$ cat config.mk
export PLATFORM = sky130hd
export DESIGN_NAME = matrix_multiply_core
export DESIGN_NICKNAME = d
export VERILOG_FILES = /design/src/hw/rtl/mm_pkg.sv /design/src/hw/rtl/matrix_multiply_core.sv
export SDC_FILE = /design/constraint.sdc
export NUM_CORES = 2
export LEC_CHECK = 0
export ABC_AREA = 1
export BUFFER_PORTS_ARGS = -buffer_cell sky130_fd_sc_hd__buf_2
export CAP_MARGIN = 40
export CORE_UTILIZATION = 53
export DETAILED_ROUTE_END_ITERATION = 16
export PLACE_DENSITY = 0.81
export SLEW_MARGIN = 25
export SYNTH_ARGS = -nofsm -noshare
export SYNTH_HDL_FRONTEND = slang
export SYNTH_SLANG_ARGS = --single-unit
export TNS_END_PERCENT = 5
$ cat constraint.sdc
create_clock -name clock -period 7.2 [get_ports clock]
set_clock_uncertainty 0.1 [all_clocks]
set_input_delay 0.36 -clock clock [delete_from_list [all_inputs] [get_ports clock]]
set_output_delay 0.36 -clock clock [all_outputs]
set_load 0.01 [all_outputs]
$ cat src/hw/rtl/mm_pkg.sv
// Package for the matrix multiply core: sizes, mode and register codes,
// request, response and pipeline tag word types.
// No dependencies.
package mm_pkg;

   localparam int MAX_DIM    = 8;
   localparam int VALUE_BITS = 16;
   localparam int DEPTH      = MAX_DIM * MAX_DIM;
   localparam int ADDR_BITS  = $clog2(DEPTH);
   localparam int IDX_BITS   = $clog2(MAX_DIM);
   localparam int DIM_BITS   = 4;
   localparam int PROD_BITS  = 2 * VALUE_BITS;
   localparam int SUM_BITS   = 36;
   localparam int ELEM_BITS  = 16;
   localparam int CSR_AW     = 4;
   localparam int CSR_DW     = 32;

   localparam logic [1:0] MODE_LOAD_A  = 2'd0;
   localparam logic [1:0] MODE_LOAD_B  = 2'd1;
   localparam logic [1:0] MODE_COMPUTE = 2'd2;

   localparam logic [1:0] REG_ROWS_A    = 2'd0;
   localparam logic [1:0] REG_INNER_LEN = 2'd1;
   localparam logic [1:0] REG_COLS_B    = 2'd2;

   localparam logic [DIM_BITS-1:0] DIM_RESET = DIM_BITS'(MAX_DIM);

   typedef struct packed {
      logic [1:0]                  mode;
      logic [5:0]                  element_index;
      logic signed [ELEM_BITS-1:0] element_value;
   } req_type;

   typedef struct packed {
      logic signed [SUM_BITS-1:0] product_sum;
      logic [2:0]                 out_row;
      logic [2:0]                 out_col;
      logic                       last_result;
   } rsp_type;

   typedef struct packed {
      logic                valid;
      logic                first;
      logic                dot_end;
      logic [IDX_BITS-1:0] row;
      logic [IDX_BITS-1:0] col;
      logic                final_elem;
   } tag_type;

endpackage

$ cat src/hw/rtl/matrix_multiply_core.sv
// Fixed-point matrix multiply core, C = A * B, on one shared multiply-accumulate unit.
// Depends on mm_pkg.
//
// Usage:
//   Input: a word on req_word is taken at a clock edge with start high and busy low.
//   Mode load A / load B writes element_value into the A or B store at element_index
//   (row-major, using the dimensions in force at compute time).
//   Mode compute emits every element of C in row-major order on rsp_word, each for
//   one cycle under rsp_strobe, with out_row, out_col and last_result on the final one.
//   Throughput: one multiply-accumulate per cycle, one result per dot product of
//   length k (k = inner length); busy stays high while the sequencer runs and
//   products remain in the read or multiply stage. Each product passes through the
//   registered read, multiply and add stages of the single MAC.
//   Configuration: APB port, rows_a at 0x0, inner_len at 0x4, cols_b at 0x8, which are
//   to be written only while idle; the block does not enforce this. A dimension of 0
//   acts as 1, above 8 as 8. Reset: synchronous; dimensions return to 8, the
//   sequencer goes idle, stores keep undefined contents until written.
//   The receiver cannot stall: each result is valid for exactly one cycle.
module matrix_multiply_core (
   input  logic                       clock,
   input  logic                       reset,
   input  logic                       start,
   output logic                       busy,
   input  mm_pkg::req_type            req_word,
   output logic                       rsp_strobe,
   output mm_pkg::rsp_type            rsp_word,
   input  logic                       psel,
   input  logic                       penable,
   input  logic                       pwrite,
   input  logic [mm_pkg::CSR_AW-1:0]  paddr,
   input  logic [mm_pkg::CSR_DW-1:0]  pwdata,
   output logic [mm_pkg::CSR_DW-1:0]  prdata,
   output logic                       pready
);
   import mm_pkg::*;

   localparam logic ST_IDLE = 1'b0;
   localparam logic ST_RUN  = 1'b1;

   // configuration
   logic [DIM_BITS-1:0] rows_a_ff, inner_len_ff, cols_b_ff;
   logic [DIM_BITS-1:0] m_eff, k_eff, n_eff;
   logic [IDX_BITS-1:0] m_last, k_last, n_last;
   logic [1:0]          csr_index;
   logic                csr_write;

   assign pready    = 1'b1;
   assign csr_index = paddr[3:2];
   assign csr_write = psel & penable & pwrite;

   always_ff @(posedge clock) begin
      if (reset) begin
         rows_a_ff    <= DIM_RESET;
         inner_len_ff <= DIM_RESET;
         cols_b_ff    <= DIM_RESET;
      end else if (csr_write) begin
         case (csr_index)
            REG_ROWS_A:    rows_a_ff    <= pwdata[DIM_BITS-1:0];
            REG_INNER_LEN: inner_len_ff <= pwdata[DIM_BITS-1:0];
            REG_COLS_B:    cols_b_ff    <= pwdata[DIM_BITS-1:0];
            default: ;
         endcase
      end
   end

   always_comb begin
      case (csr_index)
         REG_ROWS_A:    prdata = CSR_DW'(rows_a_ff);
         REG_INNER_LEN: prdata = CSR_DW'(inner_len_ff);
         REG_COLS_B:    prdata = CSR_DW'(cols_b_ff);
         default:       prdata = '0;
      endcase
   end

   function automatic logic [DIM_BITS-1:0] clamp_dim(input logic [DIM_BITS-1:0] r);
      logic [DIM_BITS-1:0] v;
      if (r == '0) begin
         v = DIM_BITS'(1);
      end else if (r > DIM_BITS'(MAX_DIM)) begin
         v = DIM_BITS'(MAX_DIM);
      end else begin
         v = r;
      end
      return v;
   endfunction

   always_comb begin
      m_eff  = clamp_dim(rows_a_ff);
      k_eff  = clamp_dim(inner_len_ff);
      n_eff  = clamp_dim(cols_b_ff);
      m_last = IDX_BITS'(m_eff - DIM_BITS'(1));
      k_last = IDX_BITS'(k_eff - DIM_BITS'(1));
      n_last = IDX_BITS'(n_eff - DIM_BITS'(1));
   end

   // input handshake
   logic accept;
   logic a_we, b_we, go;

   assign accept = start & ~busy;
   assign a_we   = accept & (req_word.mode == MODE_LOAD_A);
   assign b_we   = accept & (req_word.mode == MODE_LOAD_B);
   assign go     = accept & (req_word.mode == MODE_COMPUTE);

   // sequencer
   logic                 state_ff, state_in;
   logic [IDX_BITS-1:0]  i_ff, i_in, j_ff, j_in, p_ff, p_in;
   logic [ADDR_BITS-1:0] a_base_ff, a_base_in, b_addr_ff, b_addr_in;
   logic [ADDR_BITS-1:0] a_rd_addr;
   tag_type              issue_tag;

   assign a_rd_addr = a_base_ff + ADDR_BITS'(p_ff);

   always_comb begin
      state_in  = state_ff;
      i_in      = i_ff;
      j_in      = j_ff;
      p_in      = p_ff;
      a_base_in = a_base_ff;
      b_addr_in = b_addr_ff;
      case (state_ff)
         ST_IDLE: begin
            if (go) begin
               state_in  = ST_RUN;
               i_in      = '0;
               j_in      = '0;
               p_in      = '0;
               a_base_in = '0;
               b_addr_in = '0;
            end
         end
         ST_RUN: begin
            if (p_ff != k_last) begin
               p_in      = p_ff + IDX_BITS'(1);
               b_addr_in = b_addr_ff + ADDR_BITS'(n_eff);
            end else begin
               p_in = '0;
               if (j_ff != n_last) begin
                  j_in      = j_ff + IDX_BITS'(1);
                  b_addr_in = ADDR_BITS'(j_ff) + ADDR_BITS'(1);
               end else begin
                  j_in      = '0;
                  b_addr_in = '0;
                  if (i_ff != m_last) begin
                     i_in      = i_ff + IDX_BITS'(1);
                     a_base_in = a_base_ff + ADDR_BITS'(k_eff);
                  end else begin
                     state_in = ST_IDLE;
                  end
               end
            end
         end
         default: state_in = ST_IDLE;
      endcase
   end

   always_comb begin
      issue_tag.valid      = (state_ff == ST_RUN);
      issue_tag.first      = (p_ff == '0);
      issue_tag.dot_end    = (p_ff == k_last);
      issue_tag.row        = i_ff;
      issue_tag.col        = j_ff;
      issue_tag.final_elem = (i_ff == m_last) && (j_ff == n_last);
   end

   always_ff @(posedge clock) begin
      if (reset) begin
         state_ff <= ST_IDLE;
      end else begin
         state_ff <= state_in;
      end
      i_ff      <= i_in;
      j_ff      <= j_in;
      p_ff      <= p_in;
      a_base_ff <= a_base_in;
      b_addr_ff <= b_addr_in;
   end

   // element stores
   logic signed [VALUE_BITS-1:0] a_mem [DEPTH];
   logic signed [VALUE_BITS-1:0] b_mem [DEPTH];
   logic signed [VALUE_BITS-1:0] a_q_ff, b_q_ff;

   always_ff @(posedge clock) begin
      if (a_we) begin
         a_mem[req_word.element_index] <= VALUE_BITS'(req_word.element_value);
      end
      a_q_ff <= a_mem[a_rd_addr];
   end

   always_ff @(posedge clock) begin
      if (b_we) begin
         b_mem[req_word.element_index] <= VALUE_BITS'(req_word.element_value);
      end
      b_q_ff <= b_mem[b_addr_ff];
   end

   // multiply-accumulate pipeline
   tag_type                      rd_tag_ff, mul_tag_ff;
   logic signed [PROD_BITS-1:0]  prod_ff;
   logic signed [SUM_BITS-1:0]   acc_ff, acc_in;
   logic                         rsp_strobe_ff;
   rsp_type                      rsp_word_ff;

   always_comb begin
      acc_in = (mul_tag_ff.first ? SUM_BITS'(0) : acc_ff)
             + {{(SUM_BITS-PROD_BITS){prod_ff[PROD_BITS-1]}}, prod_ff};
   end

   always_ff @(posedge clock) begin
      if (reset) begin
         rd_tag_ff.valid  <= 1'b0;
         mul_tag_ff.valid <= 1'b0;
         rsp_strobe_ff    <= 1'b0;
      end else begin
         rd_tag_ff.valid  <= issue_tag.valid;
         mul_tag_ff.valid <= rd_tag_ff.valid;
         rsp_strobe_ff    <= mul_tag_ff.valid & mul_tag_ff.dot_end;
      end
      rd_tag_ff.first      <= issue_tag.first;
      rd_tag_ff.dot_end    <= issue_tag.dot_end;
      rd_tag_ff.row        <= issue_tag.row;
      rd_tag_ff.col        <= issue_tag.col;
      rd_tag_ff.final_elem <= issue_tag.final_elem;
      mul_tag_ff.first      <= rd_tag_ff.first;
      mul_tag_ff.dot_end    <= rd_tag_ff.dot_end;
      mul_tag_ff.row        <= rd_tag_ff.row;
      mul_tag_ff.col        <= rd_tag_ff.col;
      mul_tag_ff.final_elem <= rd_tag_ff.final_elem;
      prod_ff <= PROD_BITS'(a_q_ff) * PROD_BITS'(b_q_ff);
      if (mul_tag_ff.valid) begin
         acc_ff <= acc_in;
      end
      rsp_word_ff.product_sum <= acc_in;
      rsp_word_ff.out_row     <= 3'(mul_tag_ff.row);
      rsp_word_ff.out_col     <= 3'(mul_tag_ff.col);
      rsp_word_ff.last_result <= mul_tag_ff.final_elem;
   end

   assign busy       = (state_ff == ST_RUN) | rd_tag_ff.valid | mul_tag_ff.valid;
   assign rsp_strobe = rsp_strobe_ff;
   assign rsp_word   = rsp_word_ff;

`ifndef SYNTHESIS
   a_go_runs: assert property (@(posedge clock) disable iff (reset)
      go |=> (state_ff == ST_RUN))
      else $error("compute word accepted but sequencer not running");

   a_strobe_after_busy: assert property (@(posedge clock) disable iff (reset)
      rsp_strobe_ff |-> $past(busy))
      else $error("result strobe without preceding busy");

   a_last_drained: assert property (@(posedge clock) disable iff (reset)
      (rsp_strobe_ff && rsp_word_ff.last_result) |->
         (state_ff == ST_IDLE && !rd_tag_ff.valid && !mul_tag_ff.valid))
      else $error("final result while work still in flight");
`endif

endmodule
---- Yosys cells after proc, flatten, opt, wreduce, memory -nomap -nowiden ----
Memory sizes are Yosys's and may differ from the RTL's. A register that Yosys moved wholly into a read port is not among the register bits.
Cells that the tools add are included.
word-level totals
  input bits .............................. 66
  flip-flop bits (word level) ............. 166
  memories ................................ 2
  RAM bits ................................ 2048
  word-level logic and storage cells ...... 117
  output and inout bits ................... 78
memories
  name   words  width  read ports  clocked after memory_dff  write ports  RTL line                     RTL
  a_mem  64     16     1           1                         1            matrix_multiply_core.sv:180  logic signed [VALUE_BITS-1:0] a_mem [DEPTH];
  b_mem  64     16     1           1                         1            matrix_multiply_core.sv:181  logic signed [VALUE_BITS-1:0] b_mem [DEPTH];
cells by class
  reduce and logical (&&, ||, !) cells .... 12
  $add $sub $neg .......................... 11
  eq/ne operators ......................... 14
  bitwise gates (word level) .............. 11
  multipliers ............................. 1
  $lt $le $gt $ge ......................... 3
  multiplexer cells ....................... 35
operator list
  cell                                                                 count
  36-bit adder                                                         1
  36-bit two-way mux                                                   1
  16-bit by 16-bit multiplier with 32-bit output                       1
  6-bit two-way mux                                                    5
  3-bit two-way mux                                                    9
  6-bit case mux with 2 select lines                                   2
  4-bit two-way mux                                                    5
  3-bit case mux with 2 select lines                                   3
  6-bit by 4-bit adder with 6-bit output                               2
  4-bit greater-than comparator (second input constant)                3
  4-bit logical NOT                                                    3
  4-bit case mux with 3 select lines                                   1
  3-bit by 1-bit adder with 3-bit output (second input constant)       3
  3-bit == test                                                        3
  3-bit != test                                                        3
  3-bit by 1-bit subtractor with 3-bit output (second input constant)  3
  1-bit two-way mux                                                    8
  2-bit AND reduction                                                  4
  1-bit AND                                                            7
  6-bit by 3-bit adder with 6-bit output                               1
  2-bit != test (second input constant)                                3
  3-bit by 1-bit adder with 4-bit output (second input constant)       1
  2-bit by 1-bit == test with 1-bit output (second input constant)     2
  2-bit == test (second input constant)                                2
  8 further kinds                                                      11

---- Logic depth before layout (Yosys ltp) ----
  depth in word-level cells ............... 9
  depth in mapped cells ................... 27
  depth with buffers taken out ............ 25

---- Worst setup path before layout ----
OpenSTA, ideal clock, no wires.
  kind .................................... reg-to-reg
  start point ............................. register b_q_ff[2], read port of b_mem
  end point ............................... register prod_ff[26]
  library setup time ...................... 0.113 ns
  arrival time ............................ 5.366 ns
  setup slack ............................. 1.621 ns
  stages on the path, launching flop included .. 21
  cell sequence ........................... dfxtp_1 -> clkbuf_1 -> clkbuf_1 -> nand2_1 -> inv_1 -> fa_1 -> fa_1 -> inv_1 -> fa_1 -> fa_1 -> fa_1 -> fa_1 -> inv_1 -> ha_1 -> nand2_1 -> nor2_1 -> inv_1 -> nor3_1 -> nand3_1 -> nand4_1 -> nand2_1
on the way
  word-level cells in the longest chain between the ends .. 1
ends and longest elaborated chain
  item                                            RTL line                     RTL
  start: declaration                              matrix_multiply_core.sv:182  logic signed [VALUE_BITS-1:0] a_q_ff, b_q_ff;
  16-bit by 16-bit multiplier with 32-bit output  matrix_multiply_core.sv:230  prod_ff <= PROD_BITS'(a_q_ff) * PROD_BITS'(b_q_ff);
  end signal: assignment                          matrix_multiply_core.sv:230
  end: declaration                                matrix_multiply_core.sv:200  logic signed [PROD_BITS-1:0] prod_ff;
Every way passes these cells.
A chain may end at the register's enable or synchronous reset.

---- Final worst setup path ----
  start point ............................. register b_q_ff[4], read port of b_mem
  end point ............................... register prod_ff[27]
The elaborated chain is that of the path after synthesis.

==> results.cfg <==
[status]
status = complete, no violations

[place]
dp_hpwl_mm = 167
dpl_cell_area_sq_um = 109000
dp_cells = 12900
port-buffer-count = 84
routabilityCongestion = 0.912

[critical_path]
r2r_start = b_q_ff[4]
crit_fanout = 16
r2r_slack_ns = 0.87
cp.buffers_inverters = 4
worstSetupStartpoint = b_q_ff[4]
worst_ep_arrival_time_ns = 7.01
r2r_end = prod_ff[27]
cp-end-kind = flip-flop
crit_chain = nand2_1, fa_1, inv_1, fa_1, fa_1, fa_1, fa_1, inv_1, fa_1, inv_1, ha_1, nand2_1, nor2_1, inv_1, nor3_1, o21ai_0, nand4_1, nand2_1
slowest_delay_ns = 0.81
required_ns = 7.88
rr_worst_depth = 18
crit_path_frequent_cell = fa_1
slowest_stage = dfxtp_1
critPathLaunchType = flip-flop
path_delay_family = adder cells
critPathKind = flip-flop to flip-flop

[synth]
synth_simple_gate_area_frac = 0.226
synth_adder_area_share = 0.0665
synth_xor_area_frac = 0.00496
synth.largest_area_cell = edfxtp_1
synth_mux_area_frac = 0
yosys_warnings = 0
synth_top_flop_cell = edfxtp_1
synth_area_leaders = edfxtp_1 60%, nand2_1 14%, nand3_1 6.7%, fa_1 5.0%, inv_1 4.3%
syn-cell-area_sq_um = 105000
netlist-cell-type-count = 33
syn_area_per_cell_sq_um = 10.1
synth_top_family_by_area = simple AND/OR/NAND/NOR gates
ys_seq_elements = 2246
synth_compound_area_frac = 0.00876
ys_seq_area_frac = 0.626
synth_edf_count = 2105
synth_top_area_share = 0.599
synthArstFlopShare = 0
synthCells = 10500

[power_and_ir_drop]
p_sw_mw = 23.2
swShare = 0.427
combPwrFrac = 0.507
p_leak_nw = 49.4
power_frac_clock = 0.211
powerDensity_nw_per_um2 = 465
ir_drop_mv = 1.67
seqPwrFrac = 0.282
intPower_mw = 31.1

[finish]
regArea_sq_um = 66000
area_growth_pct = 10.7
post-route-util = 0.591
final_area_sq_um = 117000
fin_nets = 11000
final_common_cell = nand2_1
drive_gt1_frac = 0.0639
final_cell_mix = 4028 x nand2_1, 2105 x edfxtp_1, 1412 x nand3_1
fill_cells = 14900
instances_no_fill = 13400
multiInputGateArea_sq_um = 32500

[timing]
fin_crit_sh = 0.880
clock.fmax_ghz = 0.158
fin_tns_setup_ns = 0
period_needed_ns = 6.33
slew_headroom = 0.322
finalHoldViolations = 0
finalMaxSlewViolations = 0
setup-violations-final = 0
worst_pin_slew_ns = 1.02
whs_ns = 0.161
rsz0062_at_grt = false

[floorplanning]
initial_core_util = 0.534
dieArea_sq_um = 201000
fp.dieH_um = 448
core_area_sq_um = 197000
rows = 163
die_x_um = 448
pin_count = 144

[global_route]
grt_pass1_vias = 75000
grt_max_degree = 187
track_usage = 0.279
grt_pass1_wl_mm = 426
antenna_found_initial = 15
gr-total-overflow = 0

[clocking]
cts_tree = done
path_clk_slew_ns = 0.07
clk_latency_ns = 0.88
cts.sink_count = 2246
htree_levels = 4
cts_buffers = 213
hold_buffers = 30
root_buffer = clkbuf_16
cts_max_path_buffers = 3
post-cts-setup-buffers = 0
cts_resized = 0

[routing]
drcViolationCount = 0
antenna_left = 0
via_per_inst = 5.64
drt_pass1_iterations = 7
drt_iter0_markers = 10400
wirelength_mm = 280
vias = 75400
wl_per_cell_um = 21.0

[job]
max_cap_viol_count = 0

[hold_path]
min_path_type = input pin to flip-flop
worst_hold_startpoint = reset
min_delay_path_depth = 3
hold_end = rsp_strobe
==> state kept, by name (all words and copies together), names as in the netlist, 3 cells and up <==
| name | flops |
|---|---|
| rsp_word | 43 |
| a_base_ff | 6 |
| rows_a_ff | 4 |
| mul_tag_ff | 10 |
| p_ff | 3 |
| cols_b_ff | 4 |
| acc_ff | 36 |
| b_q_ff | 16 |
| a_q_ff | 16 |
| j_ff | 3 |
| b_addr_ff | 6 |
| a_mem | 1024 |
| i_ff | 3 |
| prod_ff | 32 |
| inner_len_ff | 4 |
| rd_tag_ff | 10 |
| b_mem | 1024 |
==> synth_stat cells, types with 65 or more instances <==
cell type,instances
nand2_1,4031
buf_2,275
edfxtp_1,2105
o21ai_0,65
clkbuf_1,185
a21oi_1,71
fa_1,266
nor2_1,323
ha_1,135
inv_1,1204
dfxtp_1,141
nand3_1,1412
==> worst reg2reg max path: stages, from the launching register on <==
cell	delay, ns
dfxtp_1	0.81
nand2_1	0.31
fa_1	0.61
inv_1	0.07
fa_1	0.75
fa_1	0.53
fa_1	0.54
fa_1	0.52
inv_1	0.07
fa_1	0.48
inv_1	0.04
ha_1	0.39
nand2_1	0.16
nor2_1	0.16
inv_1	0.09
nor3_1	0.22
o21ai_0	0.21
nand4_1	0.12
nand2_1	0.06
==> logic make-up (layout without fill, tap and decap cells) <==
family          count (synthesis)  in the layout
simple gates                 5839           5839
flops                        2246           2246
other cells                     2             45
compound gates                171            171
xor+xnor                       58             58
fa+ha+maj                     401            401
buf+inv                      1761           1963
==> through the flow <==
stage / total power, mW / setup WS (ns)
5_1_grt: 59.3 / 0.503
4_1_cts: 54.5 / 0.930
6_report: 54.3 / 0.866
3_3_place_gp: 43.1 / 0.966
2_1_floorplan: 35.6 / 1.62
3_5_place_dp: 43.1 / 0.889
==> power groups by stage <==
stage / clock (mW) / combinational [mW] / sequential [mW]
6_report: 11.5 / 27.5 / 15.3
4_1_cts: 11.5 / 27.7 / 15.3
5_1_grt: 12.0 / 31.9 / 15.3
3_5_place_dp: 0 / 27.5 / 15.6
2_1_floorplan: 0 / 20.3 / 15.4
3_3_place_gp: 0 / 27.5 / 15.6
==> layout make-up <==
class | instances | area share
sequential | 2246 | 0.566
timing repair buffer | 347 | 0.0264
antenna | 16 | 0.000343
clock buffer | 259 | 0.0480
inverter | 1215 | 0.0395
tap | 2640 | 0.0283
clock inverter | 142 | 0.0136
multi-input combinational | 6498 | 0.278
==> layer usage <==
metal	wire length [um]	vias to the layer above	share of wire	global-route usage
li1	-	34000	-	-
met1	100000	35900	0.36	0.350
met2	132000	4707	0.47	0.452
met3	31600	840	0.11	0.0557
met4	16800	6	0.060	0.161
met5	46	-	0.00016	0
==> worst max-delay path by stage <==
stage / to / slack, ns / depth (start not counted)
2_1_floorplan: prod_ff[26] / 1.62 / 20
3_3_place_gp: prod_ff[31] / 0.97 / 20
3_5_place_dp: prod_ff[27] / 0.89 / 18
4_1_cts: prod_ff[27] / 0.93 / 18
5_1_grt: prod_ff[26] / 0.50 / 18
6_report: prod_ff[27] / 0.87 / 18
Note: power is estimated with default switching activity, not from simulation.
